**config.mk**
```make
export PLATFORM = sky130hd
export DESIGN_NAME = bfsp_ctrl
export DESIGN_NICKNAME = d
export VERILOG_FILES = /design/src/bfsp_pkg.sv /design/src/bfsp_ctrl.sv
export SDC_FILE = /design/constraint.sdc
export NUM_CORES = 1
export LEC_CHECK = 0
export BUFFER_PORTS_ARGS = -buffer_cell sky130_fd_sc_hd__buf_4
export CELL_PAD_IN_SITES_DETAIL_PLACEMENT = 1
export CELL_PAD_IN_SITES_GLOBAL_PLACEMENT = 2
export CORE_MARGIN = 2
export CORE_UTILIZATION = 33
export CTS_CLUSTER_SIZE = 16
export DETAILED_ROUTE_END_ITERATION = 8
export PLACE_DENSITY = 0.87
export SYNTH_ARGS = -nofsm -noshare
export SYNTH_HDL_FRONTEND = slang
export SYNTH_SLANG_ARGS = --single-unit
```
**constraint.sdc**
```tcl
create_clock -name clk -period 3.4 [get_ports clk]
set_input_delay 0.68 -clock clk [delete_from_list [all_inputs] [get_ports clk]]
set_output_delay 0.68 -clock clk [all_outputs]
set_load 0.02 [all_outputs]
```
**src/bfsp_pkg.sv**
```systemverilog
// shared constants, opcodes and controller/datapath interface types
// for the shortest-path core; no dependencies
package bfsp_pkg;

    localparam int MAX_VERTICES = 64;
    localparam int MAX_EDGES    = 256;
    localparam int WEIGHT_BITS  = 16;

    // fixed field widths of the ports
    localparam int OPC_W   = 2;
    localparam int VID_W   = 6;
    localparam int WIN_W   = 16;
    localparam int DIST_W  = 32;
    localparam int CFG_W   = 7;

    // derived internal widths
    localparam int V_W     = $clog2(MAX_VERTICES);
    localparam int N_W     = $clog2(MAX_VERTICES + 1);
    localparam int E_W     = (MAX_EDGES > 1) ? $clog2(MAX_EDGES) : 1;
    localparam int CNT_W   = $clog2(MAX_EDGES + 1);
    localparam int EDGE_W  = 2 * VID_W + WEIGHT_BITS;
    localparam int DENT_W  = DIST_W + 1;

    localparam logic [OPC_W-1:0] OP_ADD = 2'd0;
    localparam logic [OPC_W-1:0] OP_RUN = 2'd1;
    localparam logic [OPC_W-1:0] OP_CLR = 2'd2;

    typedef struct packed {
        logic           edge_wr;
        logic           count_clr;
        logic           run_start;
        logic           init_wr;
        logic [V_W-1:0] addr_k;
        logic           edge_rd;
        logic [E_W-1:0] edge_addr;
        logic           rd_from;
        logic           rd_to;
        logic           cap_du;
        logic           cap_dv;
        logic           fwd_sum;
        logic           fwd_upd;
        logic           rev_sum;
        logic           rev_upd;
        logic           out_rd;
        logic           out_cap;
    } bfsp_cmd_t;

    typedef struct packed {
        logic [N_W-1:0]   n_run;
        logic [CNT_W-1:0] edge_count;
    } bfsp_stat_t;

    // signed add saturated to the distance range
    function automatic logic [DIST_W-1:0] sat_add(input logic [DIST_W-1:0] a,
                                                  input logic [DIST_W-1:0] b);
        logic [DIST_W:0] s;
        logic [DIST_W-1:0] r;
        s = {a[DIST_W-1], a} + {b[DIST_W-1], b};
        if (s[DIST_W] != s[DIST_W-1])
        begin
            r = s[DIST_W] ? {1'b1, {(DIST_W-1){1'b0}}} : {1'b0, {(DIST_W-1){1'b1}}};
        end
        else
        begin
            r = s[DIST_W-1:0];
        end
        return r;
    endfunction

endpackage

```
**src/bfsp_ctrl.sv**
```systemverilog
// controller: sequences clearing, edge passes and result delivery
// depends on bfsp_pkg
module bfsp_ctrl (
    input  logic                        clk,
    input  logic                        rst_n,
    input  logic                        in_valid,
    output logic                        in_ready,
    input  logic [bfsp_pkg::OPC_W-1:0]  opcode,
    output logic                        out_valid,
    input  logic                        out_ready,
    input  bfsp_pkg::bfsp_stat_t        stat,
    output bfsp_pkg::bfsp_cmd_t         cmd
);

    localparam logic [3:0] S_IDLE   = 4'd0;
    localparam logic [3:0] S_INIT   = 4'd1;
    localparam logic [3:0] S_E_RD   = 4'd2;
    localparam logic [3:0] S_E_WAIT = 4'd3;
    localparam logic [3:0] S_D_A    = 4'd4;
    localparam logic [3:0] S_D_B    = 4'd5;
    localparam logic [3:0] S_F_SUM  = 4'd6;
    localparam logic [3:0] S_F_UPD  = 4'd7;
    localparam logic [3:0] S_R_SUM  = 4'd8;
    localparam logic [3:0] S_R_UPD  = 4'd9;
    localparam logic [3:0] S_O_RD   = 4'd10;
    localparam logic [3:0] S_O_CAP  = 4'd11;
    localparam logic [3:0] S_O_SEND = 4'd12;

    logic [3:0]               state_reg, state_next;
    logic [bfsp_pkg::V_W-1:0] k_reg, k_next;
    logic [bfsp_pkg::E_W-1:0] e_reg, e_next;
    logic [bfsp_pkg::V_W-1:0] pass_reg, pass_next;

    logic [bfsp_pkg::V_W-1:0] n_m1, n_m2;
    logic [bfsp_pkg::E_W-1:0] last_e;
    logic                     no_passes;

    assign n_m1      = bfsp_pkg::V_W'(stat.n_run - bfsp_pkg::N_W'(1));
    assign n_m2      = bfsp_pkg::V_W'(stat.n_run - bfsp_pkg::N_W'(2));
    assign last_e    = bfsp_pkg::E_W'(stat.edge_count - bfsp_pkg::CNT_W'(1));
    assign no_passes = (stat.n_run == bfsp_pkg::N_W'(1)) || (stat.edge_count == '0);

    assign in_ready  = (state_reg == S_IDLE);
    assign out_valid = (state_reg == S_O_SEND);

    always_ff @(posedge clk or negedge rst_n)
    begin
        if (!rst_n)
        begin
            state_reg <= S_IDLE;
            k_reg     <= '0;
            e_reg     <= '0;
            pass_reg  <= '0;
        end
        else
        begin
            state_reg <= state_next;
            k_reg     <= k_next;
            e_reg     <= e_next;
            pass_reg  <= pass_next;
        end
    end

    always_comb
    begin
        state_next = state_reg;
        k_next     = k_reg;
        e_next     = e_reg;
        pass_next  = pass_reg;
        cmd           = '0;
        cmd.addr_k    = k_reg;
        cmd.edge_addr = e_reg;
        case (state_reg)
            S_IDLE:
            begin
                if (in_valid)
                begin
                    if (opcode == bfsp_pkg::OP_ADD)
                    begin
                        cmd.edge_wr = 1'b1;
                    end
                    else if (opcode == bfsp_pkg::OP_CLR)
                    begin
                        cmd.count_clr = 1'b1;
                    end
                    else if (opcode == bfsp_pkg::OP_RUN)
                    begin
                        cmd.run_start = 1'b1;
                        k_next        = '0;
                        state_next    = S_INIT;
                    end
                end
            end
            S_INIT:
            begin
                cmd.init_wr = 1'b1;
                if (k_reg == n_m1)
                begin
                    k_next    = '0;
                    e_next    = '0;
                    pass_next = '0;
                    state_next = no_passes ? S_O_RD : S_E_RD;
                end
                else
                begin
                    k_next = k_reg + bfsp_pkg::V_W'(1);
                end
            end
            S_E_RD:
            begin
                cmd.edge_rd = 1'b1;
                state_next  = S_E_WAIT;
            end
            S_E_WAIT:
            begin
                cmd.rd_from = 1'b1;
                state_next  = S_D_A;
            end
            S_D_A:
            begin
                cmd.cap_du = 1'b1;
                cmd.rd_to  = 1'b1;
                state_next = S_D_B;
            end
            S_D_B:
            begin
                cmd.cap_dv = 1'b1;
                state_next = S_F_SUM;
            end
            S_F_SUM:
            begin
                cmd.fwd_sum = 1'b1;
                state_next  = S_F_UPD;
            end
            S_F_UPD:
            begin
                cmd.fwd_upd = 1'b1;
                state_next  = S_R_SUM;
            end
            S_R_SUM:
            begin
                cmd.rev_sum = 1'b1;
                state_next  = S_R_UPD;
            end
            S_R_UPD:
            begin
                cmd.rev_upd = 1'b1;
                if (e_reg == last_e)
                begin
                    e_next = '0;
                    if (pass_reg == n_m2)
                    begin
                        k_next     = '0;
                        state_next = S_O_RD;
                    end
                    else
                    begin
                        pass_next  = pass_reg + bfsp_pkg::V_W'(1);
                        state_next = S_E_RD;
                    end
                end
                else
                begin
                    e_next     = e_reg + bfsp_pkg::E_W'(1);
                    state_next = S_E_RD;
                end
            end
            S_O_RD:
            begin
                cmd.out_rd = 1'b1;
                state_next = S_O_CAP;
            end
            S_O_CAP:
            begin
                cmd.out_cap = 1'b1;
                state_next  = S_O_SEND;
            end
            S_O_SEND:
            begin
                if (out_ready)
                begin
                    if (k_reg == n_m1)
                    begin
                        state_next = S_IDLE;
                    end
                    else
                    begin
                        k_next     = k_reg + bfsp_pkg::V_W'(1);
                        state_next = S_O_RD;
                    end
                end
            end
            default:
            begin
                state_next = S_IDLE;
            end
        endcase
    end

endmodule

```
==> results.yml <==
global_routing:
  grt_max_degree: 25
  grt_antenna_before_repair: 0
  overflow: 0
  track_usage: 0.178
  grt_pass1_wl_um: 10500
  grt_pass1_vias: 2136
floorplan:
  die_area_sq_um: 7110
  ios: 53
  initial_core_util: 0.339
  fp.dieH_um: 84.3
  die_w_um: 84.3
  coreArea_sq_um: 6280
  placement_rows: 29
layout:
  antenna_cells: 0
  final_cell_mix: "56 x buf_4, 26 x nor2_1, 24 x dfrtp_1"
  design_area_sq_um: 2630
  final_common_cell: "buf_4"
  n_fill_cell: 791
  finalNetCount: 352
  final_util: 0.419
  drive_gt1_frac: 0.203
  finalNonFillerCells: 397
  syn_to_final_growth_pct: 23.6
  largest_register_ffs: 8
setup_path:
  cp-start-kind: "input pin"
  critical_path_buf_inv_count: 3
  crit_type: "in2reg"
  critPathArrivalTime_ps: 3080
  worstPathCellList: "buf_4, inv_1, ha_1, or4_1, a41o_1, a2111oi_4, buf_4, o211ai_2, nand2b_4, o22ai_1"
  critPathLaunch: "stat[0]"
  worstPathRequired_ps: 3590
  r2r_start: "e_reg[6]"
  end_kind: "flip-flop"
  crit_top_cell: "buf_4"
  crit_slowest_cell: "or4_1"
  critPathTopFamily: "compound AO/OA/AOI/OAI gates"
  crit_path_max_fanout: 8
  max_stage_delay_ps: 540
synthesis:
  synth_seq_area_share: 0.282
  ys_types: 52
  yosysTopAreaCell: "dfrtp_1"
  yosys_warnings: 0
  synth-edff-count: 0
  syn_area_per_cell_sq_um: 7.80
  synth_fp_nets: 303
  syn_area_sq_um: 2130
  synthFlopType: "dfrtp_1"
  synth_top_cell_area_share: 0.282
  ys_ff_latch: 24
  ys_top_cells_by_area: "dfrtp_1 28%, xor2_1 5.8%, ha_1 4.7%, nor2_1 4.6%, o21ai_0 4.2%"
  synthArstFlopShare: 1.00
  syn-instance-count: 273
clock_network:
  cts_hold_buf: 0
  clk_latency_ps: 270
  post-cts-setup-buffer-count: 0
  clockRootBuffer: "clkbuf_8"
  clk_pin_slew_ps: 90
  numCtsBuffers: 3
  cts.sinks: 24
  cts-resized-gates: 0
  clock_path_buffers: 2
  h-tree-depth: 1
  cts_tree: "done"
placement:
  io_buffers: 52
  place_congestion: 0.771
  dp_cells: 394
  pre_cts_ws_ps: 215
  placed_area_sq_um: 2590
  dp_hpwl_um: 4820
route:
  postRouteWirelength_um: 6200
  drc: 0
  vias: 2124
  avgRoutedWirePerCell_um: 15.6
  viasPerCell: 5.35
  ant_nets: 0
  drt-pass1-iter-count: 4
  drtIter0Drc: 73
power:
  p_comb_frac: 0.562
  power.density_nw_per_um2: 547
  internal_power_uw: 756
  netSwitchingFraction: 0.475
  total_power_mw: 1.44
  ir_drop_uv: 284
  p_switching_uw: 684
  leakage_nw: 1.20
  power_frac_clock: 0.117
  p_seq_frac: 0.321
flow_run:
  maxCapViolCount: 0
timing:
  report.final.slew_viol_count: 0
  fin_worst_skew_ps: 5.83
  rsz0062_at_grt: "false"
  tns_ps: 0
  post-route-period-util: 0.849
  tightest_slew_ps: 703
  holdWs_ps: 311
  relSlewSlack: 0.530
  fin_crit_ps: 2890
  max_freq_ghz: 0.347
  setup_viol: 0
  worst_slack_ps: 514
  hold_viol_final: 0
hold_path:
  hold_class: "in2async"
run_status:
  status: "finished clean"
## worst reg2reg max path: stages, from the launching register on
cell	delay (ps)
dfrtp_1	440
xnor2_1	340
a41o_1	170
nand4_1	150
a2111oi_4	480
buf_4	230
o211ai_2	170
nand2b_4	220
o22ai_1	180
## routing by layer
metal,global-route usage,wire (um)
met2,0.299,2920
met5,0,0
met3,0.0147,203
met4,0.0396,46
met1,0.251,3030
## synthesized netlist by cell type (3+ instances only)
master and count:
xnor2_1 10, ha_1 8, o21ai_0 18, and3_1 6, nand4_1 7, clkbuf_1 8
a21oi_1 14, nand3b_1 3, and2_1 4, a22o_1 3, nor2_1 26, a21o_1 3
nor2b_1 4, or3_1 3, nand2_1 20, nand2b_1 6, dfrtp_1 24, o22ai_1 6
nor3_1 16, xor2_1 14, inv_1 18, nand3_1 11
## cells by family (layout without fill, tap and decap cells)
family                   count (synthesis)  count (layout)  share of synthesized area
AO/OA/AOI/OAI                           68              68                      0.217
buffers and inverters                   30              77                     0.0576
AND/OR/NAND/NOR                        116             116                      0.283
multiplexers                             3               3                     0.0147
XOR/XNOR                                24              24                     0.0988
adder cells (fa/ha/maj)                  8               8                     0.0470
flip-flops                              24              24                      0.282
## power by group through the flow
stage          Sequential, mW  Clock [mW]  Combinational [mW]
2_1_floorplan           0.447           0               0.546
3_3_place_gp            0.465           0               0.796
3_5_place_dp            0.467           0               0.817
4_1_cts                 0.462       0.181               0.820
5_1_grt                 0.478       0.187               0.899
6_report                0.462       0.169               0.809
## layout make-up
class / count / area (sq um) / area share
repair buffers: 56 / 420 / 0.160
well taps: 77 / 96.3 / 0.0366
clock buffers: 3 / 41.3 / 0.0157
multi-input cells: 219 / 1410 / 0.534
flip-flops and latches: 24 / 601 / 0.228
inverters: 18 / 67.6 / 0.0257
## final timing paths
path / endpoint / slack (ps) / cells after the start
worst min register to register: pass_reg[0] / 580 / 1
worst max-delay path: k_reg[4] / 510 / 10
worst min-delay path: k_reg[5] / 310 / 1
worst max register to register: k_reg[4] / 950 / 8
min in group clk: pass_reg[0] / 580 / 1
max in group asynchronous: e_reg[0] / 2820 / 1
No activity file was read; power rests on OpenSTA's default activity.
